<file path="src/design/rcf_pkg.sv">
`default_nettype none
package rcf_pkg;

	localparam int unsigned QueueDepth = 4;
	localparam int unsigned QueuePtrW = $clog2(QueueDepth);
	localparam int unsigned QueueCntW = $clog2(QueueDepth + 1);

	localparam logic [7:0] FramePreamble  = 8'h00;
	localparam logic [7:0] FrameStart1    = 8'h00;
	localparam logic [7:0] FrameStart2    = 8'hFF;
	localparam logic [7:0] FramePostamble = 8'h00;
	localparam logic [7:0] DirectionReset = 8'hD4;

	localparam logic [0:0] RegDirection = 1'b0;

	// One classified payload byte, as handed from the front to the back.
	typedef struct packed {
		logic       first;
		logic       last;
		logic [7:0] len;
		logic [7:0] dir;
		logic [7:0] data;
	} rcf_item_t;

	typedef enum logic [3:0] {
		PH_START,
		PH_PRE,
		PH_ST1,
		PH_ST2,
		PH_LEN,
		PH_LCS,
		PH_DIR,
		PH_DATA,
		PH_DCS,
		PH_POST
	} rcf_phase_t;

endpackage
`default_nettype wire

</file>
<file path="src/design/rcf_front.sv">
`default_nettype none
module rcf_front (
	input  wire                 clk,
	input  wire                 arst_n,
	input  wire                 in_valid,
	output logic                in_ready,
	input  wire  [7:0]          in_byte,
	input  wire  [7:0]          in_count,
	input  wire                 in_last,
	input  wire  [7:0]          dir,
	input  wire                 queue_full,
	output logic                push,
	output rcf_pkg::rcf_item_t  push_item
);
	import rcf_pkg::*;

	logic inside_q;

	assign in_ready = !queue_full;
	assign push     = in_valid && !queue_full;

	always_comb begin
		push_item.first = !inside_q;
		push_item.last  = in_last;
		push_item.len   = in_count + 8'd1;
		push_item.dir   = dir;
		push_item.data  = in_byte;
	end

	// A frame is open from its first accepted byte until the byte marked last.
	always_ff @(posedge clk or negedge arst_n) begin
		if (!arst_n) begin
			inside_q <= 1'b0;
		end else if (push) begin
			inside_q <= !in_last;
		end
	end

endmodule
`default_nettype wire

</file>
<file path="src/design/rcf_queue.sv">
`default_nettype none
module rcf_queue (
	input  wire                 clk,
	input  wire                 arst_n,
	input  wire                 push,
	input  rcf_pkg::rcf_item_t  push_item,
	output logic                full,
	input  wire                 pop,
	output logic                head_valid,
	output rcf_pkg::rcf_item_t  head_item
);
	import rcf_pkg::*;

	rcf_item_t             mem_q [QueueDepth];
	logic [QueuePtrW-1:0]  wr_ptr_q;
	logic [QueuePtrW-1:0]  rd_ptr_q;
	logic [QueueCntW-1:0]  count_q;

	assign full       = (count_q == QueueCntW'(QueueDepth));
	assign head_valid = (count_q != '0);
	assign head_item  = mem_q[rd_ptr_q];

	always_ff @(posedge clk) begin
		if (push) begin
			mem_q[wr_ptr_q] <= push_item;
		end
	end

	always_ff @(posedge clk or negedge arst_n) begin
		if (!arst_n) begin
			wr_ptr_q <= '0;
			rd_ptr_q <= '0;
			count_q  <= '0;
		end else begin
			if (push) begin
				wr_ptr_q <= wr_ptr_q + QueuePtrW'(1);
			end
			if (pop) begin
				rd_ptr_q <= rd_ptr_q + QueuePtrW'(1);
			end
			case ({push, pop})
				2'b10: begin
					count_q <= count_q + QueueCntW'(1);
				end
				2'b01: begin
					count_q <= count_q - QueueCntW'(1);
				end
				default: begin
					count_q <= count_q;
				end
			endcase
		end
	end

endmodule
`default_nettype wire

</file>
<file path="src/design/rcf_back.sv">
`default_nettype none
module rcf_back (
	input  wire                 clk,
	input  wire                 arst_n,
	input  wire                 head_valid,
	input  rcf_pkg::rcf_item_t  head_item,
	output logic                pop,
	output logic                out_valid,
	input  wire                 out_ready,
	output logic [7:0]          out_byte,
	output logic                out_last
);
	import rcf_pkg::*;

	rcf_phase_t  phase_q;
	rcf_phase_t  phase_cur;
	rcf_phase_t  phase_next;
	logic [7:0]  sum_q;
	logic [7:0]  byte_cur;
	logic        last_cur;
	logic        load;
	logic        emit;
	logic        out_valid_q;
	logic [7:0]  out_byte_q;
	logic        out_last_q;

	assign load = !out_valid_q || out_ready;
	assign emit = head_valid && load;

	// A fresh item starts with the header if it opens a frame, else with its data.
	always_comb begin
		phase_cur = phase_q;
		if (phase_q == PH_START) begin
			phase_cur = head_item.first ? PH_PRE : PH_DATA;
		end
	end

	always_comb begin
		phase_next = phase_cur;
		pop        = 1'b0;
		case (phase_cur)
			PH_PRE: begin
				phase_next = PH_ST1;
			end
			PH_ST1: begin
				phase_next = PH_ST2;
			end
			PH_ST2: begin
				phase_next = PH_LEN;
			end
			PH_LEN: begin
				phase_next = PH_LCS;
			end
			PH_LCS: begin
				phase_next = PH_DIR;
			end
			PH_DIR: begin
				phase_next = PH_DATA;
			end
			PH_DATA: begin
				phase_next = head_item.last ? PH_DCS : PH_START;
				pop        = emit && !head_item.last;
			end
			PH_DCS: begin
				phase_next = PH_POST;
			end
			PH_POST: begin
				phase_next = PH_START;
				pop        = emit;
			end
			default: begin
				phase_next = PH_START;
			end
		endcase
	end

	always_comb begin
		byte_cur = FramePreamble;
		last_cur = 1'b0;
		case (phase_cur)
			PH_PRE: begin
				byte_cur = FramePreamble;
			end
			PH_ST1: begin
				byte_cur = FrameStart1;
			end
			PH_ST2: begin
				byte_cur = FrameStart2;
			end
			PH_LEN: begin
				byte_cur = head_item.len;
			end
			PH_LCS: begin
				byte_cur = 8'd0 - head_item.len;
			end
			PH_DIR: begin
				byte_cur = head_item.dir;
			end
			PH_DATA: begin
				byte_cur = head_item.data;
			end
			PH_DCS: begin
				byte_cur = 8'd0 - sum_q;
			end
			PH_POST: begin
				byte_cur = FramePostamble;
				last_cur = 1'b1;
			end
			default: begin
				byte_cur = FramePreamble;
			end
		endcase
	end

	always_ff @(posedge clk or negedge arst_n) begin
		if (!arst_n) begin
			phase_q     <= PH_START;
			sum_q       <= '0;
			out_valid_q <= 1'b0;
		end else begin
			if (emit) begin
				phase_q <= phase_next;
				case (phase_cur)
					PH_DIR: begin
						sum_q <= head_item.dir;
					end
					PH_DATA: begin
						sum_q <= sum_q + head_item.data;
					end
					default: begin
						sum_q <= sum_q;
					end
				endcase
			end
			if (load) begin
				out_valid_q <= emit;
			end
		end
	end

	always_ff @(posedge clk) begin
		if (emit) begin
			out_byte_q <= byte_cur;
			out_last_q <= last_cur;
		end
	end

	assign out_valid = out_valid_q;
	assign out_byte  = out_byte_q;
	assign out_last  = out_last_q;

endmodule
`default_nettype wire

</file>
<file path="src/design/reader_command_framer.sv">
`default_nettype none
// Frames command payload bytes into host-to-controller serial frames. The first payload
// byte of a frame is preceded by preamble, start codes, LEN, LCS and the direction byte;
// the byte marked tlast is followed by DCS and the postamble, which carries tlast on the
// output. The front classifies each accepted byte into a four-entry queue and the back
// sequencer emits one frame byte per cycle, unless the queue is empty or the output is
// stalled, into a registered output stage, so payload bytes inside a frame move at one
// transaction per cycle; a frame's first byte holds the sequencer through the header, its
// last through DCS and postamble. Input stalls only once the queue fills. LEN is payload
// count plus one (mod 256) and unchecked; the direction register sits at address 0.
module reader_command_framer (
	input  wire         clk,
	input  wire         arst_n,
	input  wire         s_axis_tvalid,
	output logic        s_axis_tready,
	input  wire  [15:0] s_axis_tdata,   // [7:0] payload_byte, [15:8] payload_count
	input  wire         s_axis_tlast,   // payload_end
	output logic        m_axis_tvalid,
	input  wire         m_axis_tready,
	output logic [7:0]  m_axis_tdata,   // [7:0] frame_byte
	output logic        m_axis_tlast,   // frame_end
	input  wire         psel,
	input  wire         penable,
	input  wire         pwrite,
	input  wire  [2:0]  paddr,
	input  wire  [31:0] pwdata,
	output logic [31:0] prdata,
	output logic        pready
);
	import rcf_pkg::*;

	logic       [7:0] dir_q;
	logic             queue_full;
	logic             push;
	rcf_item_t        push_item;
	logic             pop;
	logic             head_valid;
	rcf_item_t        head_item;

	assign pready = 1'b1;

	always_ff @(posedge clk or negedge arst_n) begin
		if (!arst_n) begin
			dir_q <= DirectionReset;
		end else if (psel && penable && pwrite && pready && (paddr[2] == RegDirection)) begin
			dir_q <= pwdata[7:0];
		end
	end

	always_comb begin
		prdata = '0;
		if (paddr[2] == RegDirection) begin
			prdata = {24'd0, dir_q};
		end
	end

	rcf_front u_front (
		.clk        (clk),
		.arst_n     (arst_n),
		.in_valid   (s_axis_tvalid),
		.in_ready   (s_axis_tready),
		.in_byte    (s_axis_tdata[7:0]),
		.in_count   (s_axis_tdata[15:8]),
		.in_last    (s_axis_tlast),
		.dir        (dir_q),
		.queue_full (queue_full),
		.push       (push),
		.push_item  (push_item)
	);

	rcf_queue u_queue (
		.clk        (clk),
		.arst_n     (arst_n),
		.push       (push),
		.push_item  (push_item),
		.full       (queue_full),
		.pop        (pop),
		.head_valid (head_valid),
		.head_item  (head_item)
	);

	rcf_back u_back (
		.clk        (clk),
		.arst_n     (arst_n),
		.head_valid (head_valid),
		.head_item  (head_item),
		.pop        (pop),
		.out_valid  (m_axis_tvalid),
		.out_ready  (m_axis_tready),
		.out_byte   (m_axis_tdata),
		.out_last   (m_axis_tlast)
	);

endmodule
`default_nettype wire
</file>
<file path="config.mk">
export PLATFORM = sky130hd
export DESIGN_NAME = reader_command_framer
export DESIGN_NICKNAME = d
export VERILOG_FILES = /design/src/design/rcf_pkg.sv /design/src/design/rcf_front.sv /design/src/design/rcf_queue.sv /design/src/design/rcf_back.sv /design/src/design/reader_command_framer.sv
export SDC_FILE = /design/constraint.sdc
export NUM_CORES = 1
export LEC_CHECK = 0
export BUFFER_PORTS_ARGS = -buffer_cell sky130_fd_sc_hd__clkbuf_2
export CAP_MARGIN = 10
export CORE_ASPECT_RATIO = 0.7
export CORE_MARGIN = 1
export CORE_UTILIZATION = 35
export CTS_CLUSTER_DIAMETER = 150
export CTS_CLUSTER_SIZE = 16
export DETAILED_ROUTE_END_ITERATION = 16
export PLACE_DENSITY = 0.62
export SYNTH_ARGS = -nofsm -noshare
export SYNTH_HDL_FRONTEND = slang
export SYNTH_SLANG_ARGS = --single-unit
</file>
<file path="constraint.sdc">
create_clock -name clk -period 3.85 [get_ports clk]
set_clock_uncertainty 0.1 [all_clocks]
set_input_delay 0.5775 -clock clk [delete_from_list [all_inputs] [get_ports clk]]
set_output_delay 0.5775 -clock clk [all_outputs]
set_load 0.01 [all_outputs]
</file>
==> key figures, run 1 <==
Routing
  – Wire per inst: 17.8 um
  – Vias per cell: 5.07
  – Routed length on met3: 916 um
  – Top Layer Used: met4
  – DRT Pass-1 Iters: 13
  – DRT met1 WL: 6.27 mm
  – Final wirelength: 13.2 mm
  – Met2 wire len: 5.86 mm
  – Number of DRC markers in iteration 0: 282
  – Number of routed nets with antenna violations: 0
  – Post-route DRC: 14
  – Vias: 3776

Floorplan
  – I/O pins: 103
  – Row count: 41
  – Initial Util: 0.361
  – Die height: 117 um
  – Die area: 19400 um2
  – Chip Width: 166 um
  – Core Region: 18200 um2

STA
  – # setup viols final: 0
  – Min cycle time layout: 3.07 ns
  – Max-Slew Margin vs Limit: 0.417
  – RSZ-0062 raised after global routing: false
  – FMAX: 325 MHz
  – Max Slew Vio Count: 0
  – Fin. Hold Viols: 0
  – Setup TNS: 0 ns
  – Final period utilization: 0.799
  – Worst Max-Slew Pin Slew: 0.874 ns

Clocking
  – H-tree Lvls: 4
  – Root buf cell: clkbuf_16
  – Worst-Skew Late Latency: 0.42 ns
  – Clk slew on worst S/H paths: 0.06 ns
  – # Post-CTS Setup Buffers: 0
  – CTS tree: built
  – CTS Buf Count: 17
  – Hold buffers post-CTS: 0
  – Post_cts resized: 0
  – Clk sinks: 142
  – Clock Path Buffers: 2

Pwr
  – Leak: 0.00291 uW
  – PD cells: 835 nW/um2
  – Peak VDD IR: 0.306 mV

Status
  – Status: complete, but fails checks
  – Violated checks: design-rule violations

Logic synthesis
  – Most frequent cell after synthesis: edfxtp_1
  – Syn Inst Count: 431
  – Register bit count reported by yosys: 142
  – Warnings from Yosys: 0
  – Most instantiated cells after synthesis: 113 x edfxtp_1, 27 x buf_4, 26 x mux4_2
  – FFs w/ async S/R, synth: 0.204
  – Seq/Total Area, Yosys: 0.627
  – Yosys cell types: 51
  – Avg Inst Size Synth: 15.3 um2
  – Top_reg_cell synth: edfxtp_1
  – Number of enable flip-flop cells after synthesis: 113
  – Syn Std Cell Area: 6580 um2
  – Synth area leader: edfxtp_1
  – Top-area cell type share of the netlist area: 0.516
  – Cell types occupying the most area after synthesis: edfxtp_1 52%, dfrtp_1 9.5%, mux4_2 8.9%

Final layout
  – Nets: 571
  – N_diodes: 0
  – Final Non-Filler Cells: 745
  – Area delta synth->final: 16.3%
  – Fillers: 1653
  – Ratio of cells with drive above 1 in the final layout: 0.269

Critical path
  – Worst-path fanout max: 2
  – Crit path launch type: flip-flop
  – R2R Setup Slk: 0.78 ns
  – Critical R2R Launch: u_queue.rd_ptr_q[0]$_DFFE_PN0P_
  – Critical path class: reg -> reg
  – R2r worst-path depth: 11
  – Reg-to-reg critical path endpoint: u_queue.count_q[2]$_DFFE_PN0P_
  – Worst Path Required: 4.09 ns
  – Crit end category: flip-flop
  – CP Data Arrival Time: 3.32 ns

Global route
  – GRT Total Usage: 0.151
  – Global route overflow: 0
  – First-pass GRT wire length: 21.4 mm
  – Vias in the first global route: 3840
  – Initial antenna violation count: 0
  – Largest net degree at the start of global routing: 31

Worst hold path
  – Hold WC Path Type: in -> async

Placed design
  – Gpl congestion: 0.923
  – Port Buffers: 51
  – Dpl hpwl: 8.88 mm
  – Placed insts: 713

Job
  – Maxcap violations: 0
[layout by cell type (no fill, tap or decap), types with 12 or more instances in the layout]
cell         n
mux4_2      26
conb_1      25
nand2_1     20
clkbuf_16   17
o21ai_0     14
edfxtp_1   113
clkbuf_2    51
ha_1        14
dfrtp_1     25
nand3_1     12
xor2_1      12
xnor2_1     12
inv_1       20
[per-layer routing]
layer,GRT usage,up-vias
li1,-,1720
met1,0.206,1885
met2,0.231,154
met3,0.0383,17
met4,0.0636,0
met5,0,-
[how the worst max path moves through the flow]
stage          cells past startpoint                        endpoint                            start  slack, ns
2_1_floorplan                     13     u_back.sum_q[6]$_DFFE_PN0P_  u_queue.rd_ptr_q[0]$_DFFE_PN0P_       0.63
4_1_cts                           11  u_queue.count_q[2]$_DFFE_PN0P_  u_queue.rd_ptr_q[0]$_DFFE_PN0P_       0.77
3_3_place_gp                       9    u_back.out_byte[6]$_DFFE_PP_  u_queue.rd_ptr_q[0]$_DFFE_PN0P_       0.79
3_5_place_dp                       9    u_back.out_byte[6]$_DFFE_PP_  u_queue.rd_ptr_q[0]$_DFFE_PN0P_       0.79
6_report                          11  u_queue.count_q[2]$_DFFE_PN0P_  u_queue.rd_ptr_q[0]$_DFFE_PN0P_       0.78
5_1_grt                            9    u_back.out_byte[6]$_DFFE_PP_  u_queue.rd_ptr_q[0]$_DFFE_PN0P_       0.56
[flip-flops by register name, summed over array words and instances (netlist names)]
name	cells
u_queue.rd_ptr_q	2
u_queue.mem_q	104
dir_q	8
u_queue.count_q	3
u_queue.wr_ptr_q	2
u_front.inside_q	1
u_back.out_byte	8
u_back.phase_q	4
u_back.out_valid	1
u_back.out_last	1
u_back.sum_q	8
[worst max-delay path, cell delays in order, from the launching register on]
cell and delay (ns):
dfrtp_1 0.36, mux4_2 0.52, or4_4 0.46, a21oi_4 0.16, and2b_1 0.17, o21a_1 0.18
ha_1 0.20, inv_1 0.06, fa_1 0.37, xor2_1 0.15, nor2_1 0.12, xor2_1 0.16
[power by group]
group | switching, uW | internal, uW
combinational | 1320 | 985
sequential | 220 | 2150
clock | 632 | 1080
total | 2170 | 4220
[stage by stage]
step / hold slack, ns / instance area, um2 / util / power (uW) / worst slack, ns
floorplan: 0.182 / 6660 / - / 4050 / 0.632
global placement: 0.370 / 7030 / 0.386 / 4640 / 0.792
detailed placement: 0.373 / 7030 / 0.386 / 4710 / 0.792
CTS: 0.171 / 7650 / 0.420 / 6450 / 0.773
global route: 0.201 / 7650 / 0.420 / 6790 / 0.564
finish: 0.152 / 7650 / 0.420 / 6390 / 0.776
[cell type report]
type                    count  area, um2  area share
clock buffers              18        429      0.0561
multi-input cells         253       2200       0.287
flip-flops and latches    142       4120       0.539
repair buffers             62        338      0.0442
inverters                  20       75.1     0.00982
clock inverters            14        190      0.0249
well taps                 236        295      0.0386
[cells by family after synthesis]
family,Yosys count,synth area share
DFF,142,0.627
and+or+nand+nor,81,0.0673
buffers and inverters,59,0.0523
AOI/OAI and AO/OA,59,0.0595
xor gates and xnor gates,24,0.0320
other,2,0.00114
adders and majority gates,16,0.0327
muxes,48,0.128
(Power assumes the default switching activity.)
==> inputs of run 2 (changes only) <==
==> constraint.sdc (replaced) <==
create_clock -name clk -period 3 [get_ports clk]
set_clock_uncertainty 0.1 [all_clocks]
set_input_delay 0.45 -clock clk [delete_from_list [all_inputs] [get_ports clk]]
set_output_delay 0.45 -clock clk [all_outputs]
set_load 0.01 [all_outputs]
==> run 2 against run 1 <==
The run still ends with design-rule violations left. Count of clock-buffer cells in the layout did not move. Non-clock buffer count rose by 11. Global-route usage rose by 0.40 points. Fmax rose by 3.3%. Critical path type unchanged.
==> key figures, run 2 (synthesized netlist as in run 1, its figures left out) <==
Critical path
  – R2r worst-path depth: 11 (unchanged)
  – Worst-path fanout max: 3 (+1)
  – Worst Path Required: 3.25 ns (-0.84 ns)
  – Crit path launch type: flip-flop
  – CP Data Arrival Time: 3.22 ns (-0.10 ns)
  – Crit end category: flip-flop
  – Critical path class: reg -> reg

Placed design
  – Gpl congestion: 0.939 (+1.7%)
  – Pre-CTS setup slack: -0.0306 ns (-0.823 ns)
  – Placed insts: 724 (+1.5%)
  – Dpl hpwl: 9.17 mm (+3.3%)
  – Port Buffers: 51 (unchanged)

Clocking
  – H-tree Lvls: 4 (unchanged)
  – Worst-Skew Late Latency: 0.42 ns (about the same)
  – CTS tree: built
  – CTS Buf Count: 17 (unchanged)
  – Clock Path Buffers: 2 (unchanged)
  – Clk sinks: 142 (unchanged)
  – Clk slew on worst S/H paths: 0.07 ns (about the same)
  – Root buf cell: clkbuf_16

Floorplan
  – Row count: 41 (unchanged)
  – Die height: 117 um (unchanged)
  – Initial Util: 0.361 (unchanged)
  – Chip Width: 166 um (unchanged)
  – Core Region: 18200 um2 (unchanged)
  – I/O pins: 103 (unchanged)
  – Die area: 19400 um2 (unchanged)

STA
  – Min Hold Slack: 0.0202 ns (-0.132 ns)
  – Fin worst setup slack: 0.0242 ns (-0.751 ns)
  – Max Slew Vio Count: 0 (unchanged)
  – Fin. Hold Viols: 0 (unchanged)
  – FMAX: 336 MHz (+3.3%)
  – Final period utilization: 0.992 (+0.193)
  – Worst Max-Slew Pin Slew: 0.858 ns (-0.0157 ns)
  – RSZ-0062 raised after global routing: true
  – Setup TNS: 0 ns (unchanged)
  – Min cycle time layout: 2.98 ns (-0.0987 ns)
  – Max-Slew Margin vs Limit: 0.428 (+0.0104)
  – # setup viols final: 0 (unchanged)

Pwr
  – PD cells: 1080 nW/um2 (+29%)
  – Leak: 0.00294 uW (+1.2%)
  – Peak VDD IR: 0.452 mV (+48%)

Final layout
  – N_diodes: 0 (unchanged)
  – Fillers: 1641 (-0.73%)
  – Final Non-Filler Cells: 756 (+1.5%)
  – Largest Register: u_queue.mem_q
  – Max reg flops: 104 (unchanged)
  – Nets: 582 (+1.9%)
  – Most frequent cells in the layout: 113 x edfxtp_1, 51 x clkbuf_2, 26 x mux4_2, 25 x conb_1, 24 x dfrtp_1
  – Final core occ: 0.425 (+0.00467)
  – Area delta synth->final: 17.6%
  – Ratio of cells with drive above 1 in the final layout: 0.298 (+0.0289)
  – Most common cell after layout, fill and taps aside: edfxtp_1

Global route
  – Largest net degree at the start of global routing: 31 (unchanged)
  – First-pass GRT wire length: 21.9 mm (+2.0%)
  – GRT Total Usage: 0.155 (+0.00398)
  – Vias in the first global route: 3916 (+2.0%)
  – Initial antenna violation count: 0 (unchanged)
  – Global route overflow: 0 (unchanged)

Status
  – Status: complete, but fails checks
  – Violated checks: design-rule violations

Routing
  – Wire per inst: 17.9 um (+0.65%)
  – Number of DRC markers in iteration 0: 348 (+23%)
  – Vias: 3783 (+0.19%)
  – Post-route DRC: 14 (unchanged)
  – DRT Pass-1 Iters: 13 (unchanged)
  – Final wirelength: 13.5 mm (+2.1%)
  – Vias per cell: 5.00 (-1.3%)
  – Number of routed nets with antenna violations: 0 (unchanged)

Worst hold path
  – Hold WC Path Type: in -> async

Job
  – Maxcap violations: 0 (unchanged)
run 2: worst paths after layout:
path                       slack (ns)                       startpoint                         endpoint
setup / recovery                 0.02  u_queue.rd_ptr_q[0]$_DFFE_PN0P_   u_queue.count_q[2]$_DFFE_PN0P_
hold / removal                   0.02                           arst_n             dir_q[3]$_DFFE_PN0P_
setup reg to reg                 0.02  u_queue.rd_ptr_q[0]$_DFFE_PN0P_   u_queue.count_q[2]$_DFFE_PN0P_
hold reg to reg                  0.39     u_front.inside_q$_DFFE_PN0P_     u_front.inside_q$_DFFE_PN0P_
max in group asynchronous        2.18                           arst_n  u_queue.rd_ptr_q[0]$_DFFE_PN0P_
min in group clk                 0.15                  s_axis_tdata[6]    u_queue.mem_q[2][6]$_DFFE_PP_
run 2: critical path, cell delays in order, from the launching register on:
cell and delay, ns:
dfrtp_2 0.41, mux4_2 0.53, or4_4 0.46, a21oi_4 0.14, and2b_1 0.15, o21a_1 0.14, ha_2 0.19, inv_2 0.04
fa_2 0.33, xor2_1 0.15, nor2_1 0.11, xor2_1 0.15
run 2: metrics by stage:
| stage | instance area (um2) | total power [uW] |
|---|---|---|
| 2_1_floorplan | 6670 | 5220 |
| 3_3_place_gp | 7120 | 6110 |
| 3_5_place_dp | 7120 | 6240 |
| 4_1_cts | 7710 | 8350 |
| 5_1_grt | 7730 | 8850 |
| 6_report | 7730 | 8320 |
run 2: layout make-up:
class                      instances  area, um2  share of cell area
sequential                       142       4130               0.533
tap                              236        295              0.0382
clock inverter                    14        146              0.0189
multi-input combinational        253       2210               0.286
inverter                          20       75.1             0.00971
timing repair buffer              73        440              0.0570
clock buffer                      18        439              0.0568
run 2: routing by layer:
layer  wire length (um)  track usage  vias to the layer above
met2               6080        0.241                      145
met5                  0            0                        -
met4                203       0.0611                        0
li1                   -            -                     1749
met1               6390        0.210                     1876
met3                847       0.0400                       13
run 2: repair_timing:
action,in CTS,in global routing
pin swaps,0,0
setup endpoints to repair,3,5
resized for setup,1,10
hold buffers,0,0
buffers inserted,0,0
run 2: power breakdown:
| part | leakage, uW | internal (uW) | switching, uW | total (uW) |
|---|---|---|---|---|
| clock | 0.000282 | 1190 | 875 | 2070 |
| combinational | 0.00127 | 1430 | 1780 | 3210 |
| sequential | 0.00139 | 2760 | 280 | 3040 |
==> inputs of run 3 (changes only) <==
--- a/config.mk
+++ b/config.mk
@@ -9,11 +9,11 @@
 export CAP_MARGIN = 10
 export CORE_ASPECT_RATIO = 0.7
 export CORE_MARGIN = 1
-export CORE_UTILIZATION = 35
+export CORE_UTILIZATION = 57
 export CTS_CLUSTER_DIAMETER = 150
 export CTS_CLUSTER_SIZE = 16
 export DETAILED_ROUTE_END_ITERATION = 16
-export PLACE_DENSITY = 0.62
+export PLACE_DENSITY = 0.88
 export SYNTH_ARGS = -nofsm -noshare
 export SYNTH_HDL_FRONTEND = slang
 export SYNTH_SLANG_ARGS = --single-unit
==> run 3 against run 2 <==
Core utilization up 26 points. Highest routed layer unchanged. The flow now finishes without violations. Via count up 2.7%. Worst setup slack worse by 0.0014 ns. Largest power group unchanged. Fmax about the same. Die area down 38%. Flip-flop and latch count unchanged. Critical endpoint unchanged. Global-route usage up 8.8 points.
==> key figures, run 3 (synthesized netlist as in run 1, its figures left out) <==
Critical path
  – R2R Setup Slk: 0.02 ns (about the same)
  – Ordered list of cells on the worst path: mux4_2 > or4_4 > a21oi_4 > and2b_1 > o21a_1 > ha_2 > inv_2 > fa_2 > xor2_1 > nor2_1 > xor2_1
  – R2r worst-path depth: 11 (unchanged)
  – Highest cell delay on the worst timing path: 0.55 ns (+0.02 ns)
  – Critical R2R Launch: u_queue.rd_ptr_q[0]$_DFFE_PN0P_
  – Worst Path Required: 3.24 ns (about the same)
  – Worst-path fanout max: 2 (-1)
  – Critical path class: reg -> reg
  – Crit path launch type: flip-flop
  – CP Data Arrival Time: 3.22 ns (about the same)
  – Reg-to-reg critical path endpoint: u_queue.count_q[2]$_DFFE_PN0P_
  – Top cell by count, worst path: xor2_1
  – CP max stage cell: mux4_2
  – Crit end category: flip-flop

Final layout
  – Ratio of cells with drive above 1 in the final layout: 0.290 (-0.00825)
  – Fillers: 744 (-55%)
  – Final core occ: 0.682 (+0.257)
  – Most frequent cells in the layout: 113 x edfxtp_1, 51 x clkbuf_2, 26 x mux4_2, 25 x conb_1, 25 x dfrtp_1
  – Final Non-Filler Cells: 674 (-11%)
  – Nets: 583 (+0.17%)
  – Area delta synth->final: 15.4%
  – Multi-input gate area: 2200 um2 (-0.40%)
  – Most common cell after layout, fill and taps aside: edfxtp_1
  – N_diodes: 0 (unchanged)
  – Largest Register: u_queue.mem_q
  – Max reg flops: 104 (unchanged)
  – Register area: 4120 um2 (about the same)

Pwr
  – Gate power share: 0.383 (-0.003)
  – Clock power frac: 0.244 (-0.005)
  – PD cells: 1070 nW/um2 (-0.14%)
  – Leak: 0.00293 uW (-0.31%)
  – NetSw: 2870 uW (-2.4%)
  – Switch share: 0.351 (-0.00153)
  – Int Power: 5290 uW (-1.8%)
  – Reg power frac: 0.372 (+0.007)
  – Peak VDD IR: 0.672 mV (+49%)

Placed design
  – Placed insts: 639 (-12%)
  – Pre-CTS setup slack: 0.0145 ns (+0.0451 ns)
  – Dpl hpwl: 8.71 mm (-5.0%)
  – Gpl congestion: 0.940 (+0.11%)
  – Port Buffers: 51 (unchanged)

Clocking
  – Clk slew on worst S/H paths: 0.06 ns (about the same)
  – Clock Path Buffers: 2 (unchanged)
  – H-tree Lvls: 4 (unchanged)
  – CTS Buf Count: 17 (unchanged)
  – Hold buffers post-CTS: 0 (unchanged)
  – Clk sinks: 142 (unchanged)
  – CTS tree: built
  – Root buf cell: clkbuf_16
  – Worst-Skew Late Latency: 0.42 ns (about the same)

STA
  – RSZ-0062 raised after global routing: true
  – Min Hold Slack: 0.0253 ns (+0.00511 ns)
  – FMAX: 336 MHz (about the same)
  – Final period utilization: 0.992 (about the same)
  – # setup viols final: 0 (unchanged)
  – Worst Max-Slew Pin Slew: 0.837 ns (-0.0214 ns)
  – Max-Slew Margin vs Limit: 0.442 (+0.0143)
  – Min cycle time layout: 2.98 ns (+0.00139 ns)
  – Max Slew Vio Count: 0 (unchanged)
  – Fin. Hold Viols: 0 (unchanged)
  – Fin worst setup slack: 0.0228 ns (-0.00139 ns)

Global route
  – Vias in the first global route: 3884 (-0.82%)
  – First-pass GRT wire length: 20.6 mm (-5.7%)
  – Initial antenna violation count: 0 (unchanged)
  – Global route overflow: 0 (unchanged)
  – Largest net degree at the start of global routing: 30 (-3.2%)
  – GRT Total Usage: 0.242 (+0.0875)

Floorplan
  – Chip Width: 130 um (-21%)
  – Core Region: 11100 um2 (-39%)
  – Initial Util: 0.591 (+0.230)
  – Row count: 32 (-22%)
  – Die area: 12000 um2 (-38%)
  – I/O pins: 103 (unchanged)
  – Die height: 91.9 um (-21%)

Worst hold path
  – Hold WC Path Type: in -> async

Routing
  – Number of DRC markers in iteration 0: 365 (+4.9%)
  – Wire per inst: 19.6 um (+9.7%)
  – Final wirelength: 13.2 mm (-2.2%)
  – Vias: 3886 (+2.7%)
  – Number of routed nets with antenna violations: 0 (unchanged)
  – Post-route DRC: 0 (-14)
  – Vias per cell: 5.77 (+15%)
  – DRT Pass-1 Iters: 7 (-6)

Status
  – Status: completed

Job
  – Maxcap violations: 0 (unchanged)
-- run 3: worst max path at each step --
stage / from / end / cells past startpoint
after floorplan: u_queue.rd_ptr_q[0]$_DFFE_PN0P_ / u_queue.count_q[2]$_DFFE_PN0P_ / 11
final: u_queue.rd_ptr_q[0]$_DFFE_PN0P_ / u_queue.count_q[2]$_DFFE_PN0P_ / 11
after detailed placement: u_queue.rd_ptr_q[0]$_DFFE_PN0P_ / u_queue.count_q[2]$_DFFE_PN0P_ / 11
after global routing: u_queue.rd_ptr_q[0]$_DFFE_PN0P_ / u_queue.count_q[2]$_DFFE_PN0P_ / 11
after CTS: u_queue.rd_ptr_q[0]$_DFFE_PN0P_ / u_queue.count_q[2]$_DFFE_PN0P_ / 11
after global placement: u_queue.rd_ptr_q[0]$_DFFE_PN0P_ / u_queue.count_q[2]$_DFFE_PN0P_ / 11
-- run 3: repair_timing --
action | CTS | global route
hold endpoints to repair | 0 | 0
gates resized for setup | 1 | 4
pin swaps | 1 | 1
endpoints found under the setup margin | 1 | 6
buffers inserted | 1 | 2
-- run 3: cell type report --
cell class | instances | area share
inverter | 20 | 0.00989
tap | 153 | 0.0252
sequential | 142 | 0.544
timing repair buffer | 74 | 0.0569
clock buffer | 18 | 0.0566
multi-input combinational | 253 | 0.290
clock inverter | 14 | 0.0176
-- run 3: power groups by stage --
stage	Sequential, uW	Combinational [uW]	Clock [uW]
finish	3030	3130	1990
global route	3090	3420	2100
CTS	3030	3070	2020
detailed placement	3060	3040	0
global placement	3010	2920	0
floorplan	2990	2220	0
-- run 3: worst max-delay path: cells and delay by family (launching register included) --
kind / cells / cell delay [ns]
simple gates: 3 / 0.74
mux: 1 / 0.55
fa+ha+maj: 2 / 0.52
flops: 1 / 0.38
xor+xnor: 2 / 0.30
compound gates: 2 / 0.28
buf+inv: 1 / 0.04
-- run 3: metrics by stage --
step	total power [uW]	TNS (ns)	instance area, um2
2_1_floorplan	5220	-0.0229	6670
3_3_place_gp	5930	0	6990
3_5_place_dp	6100	0	6990
4_1_cts	8120	0	7560
5_1_grt	8600	-0.196	7590
6_report	8150	0	7590
-- run 3: per-layer routing --
layer | up-vias | GRT usage | share of wire
li1 | 1753 | - | -
met5 | - | 0 | 0
met4 | 0 | 0.0805 | 0.019
met2 | 208 | 0.367 | 0.46
met3 | 31 | 0.0846 | 0.080
met1 | 1894 | 0.329 | 0.44
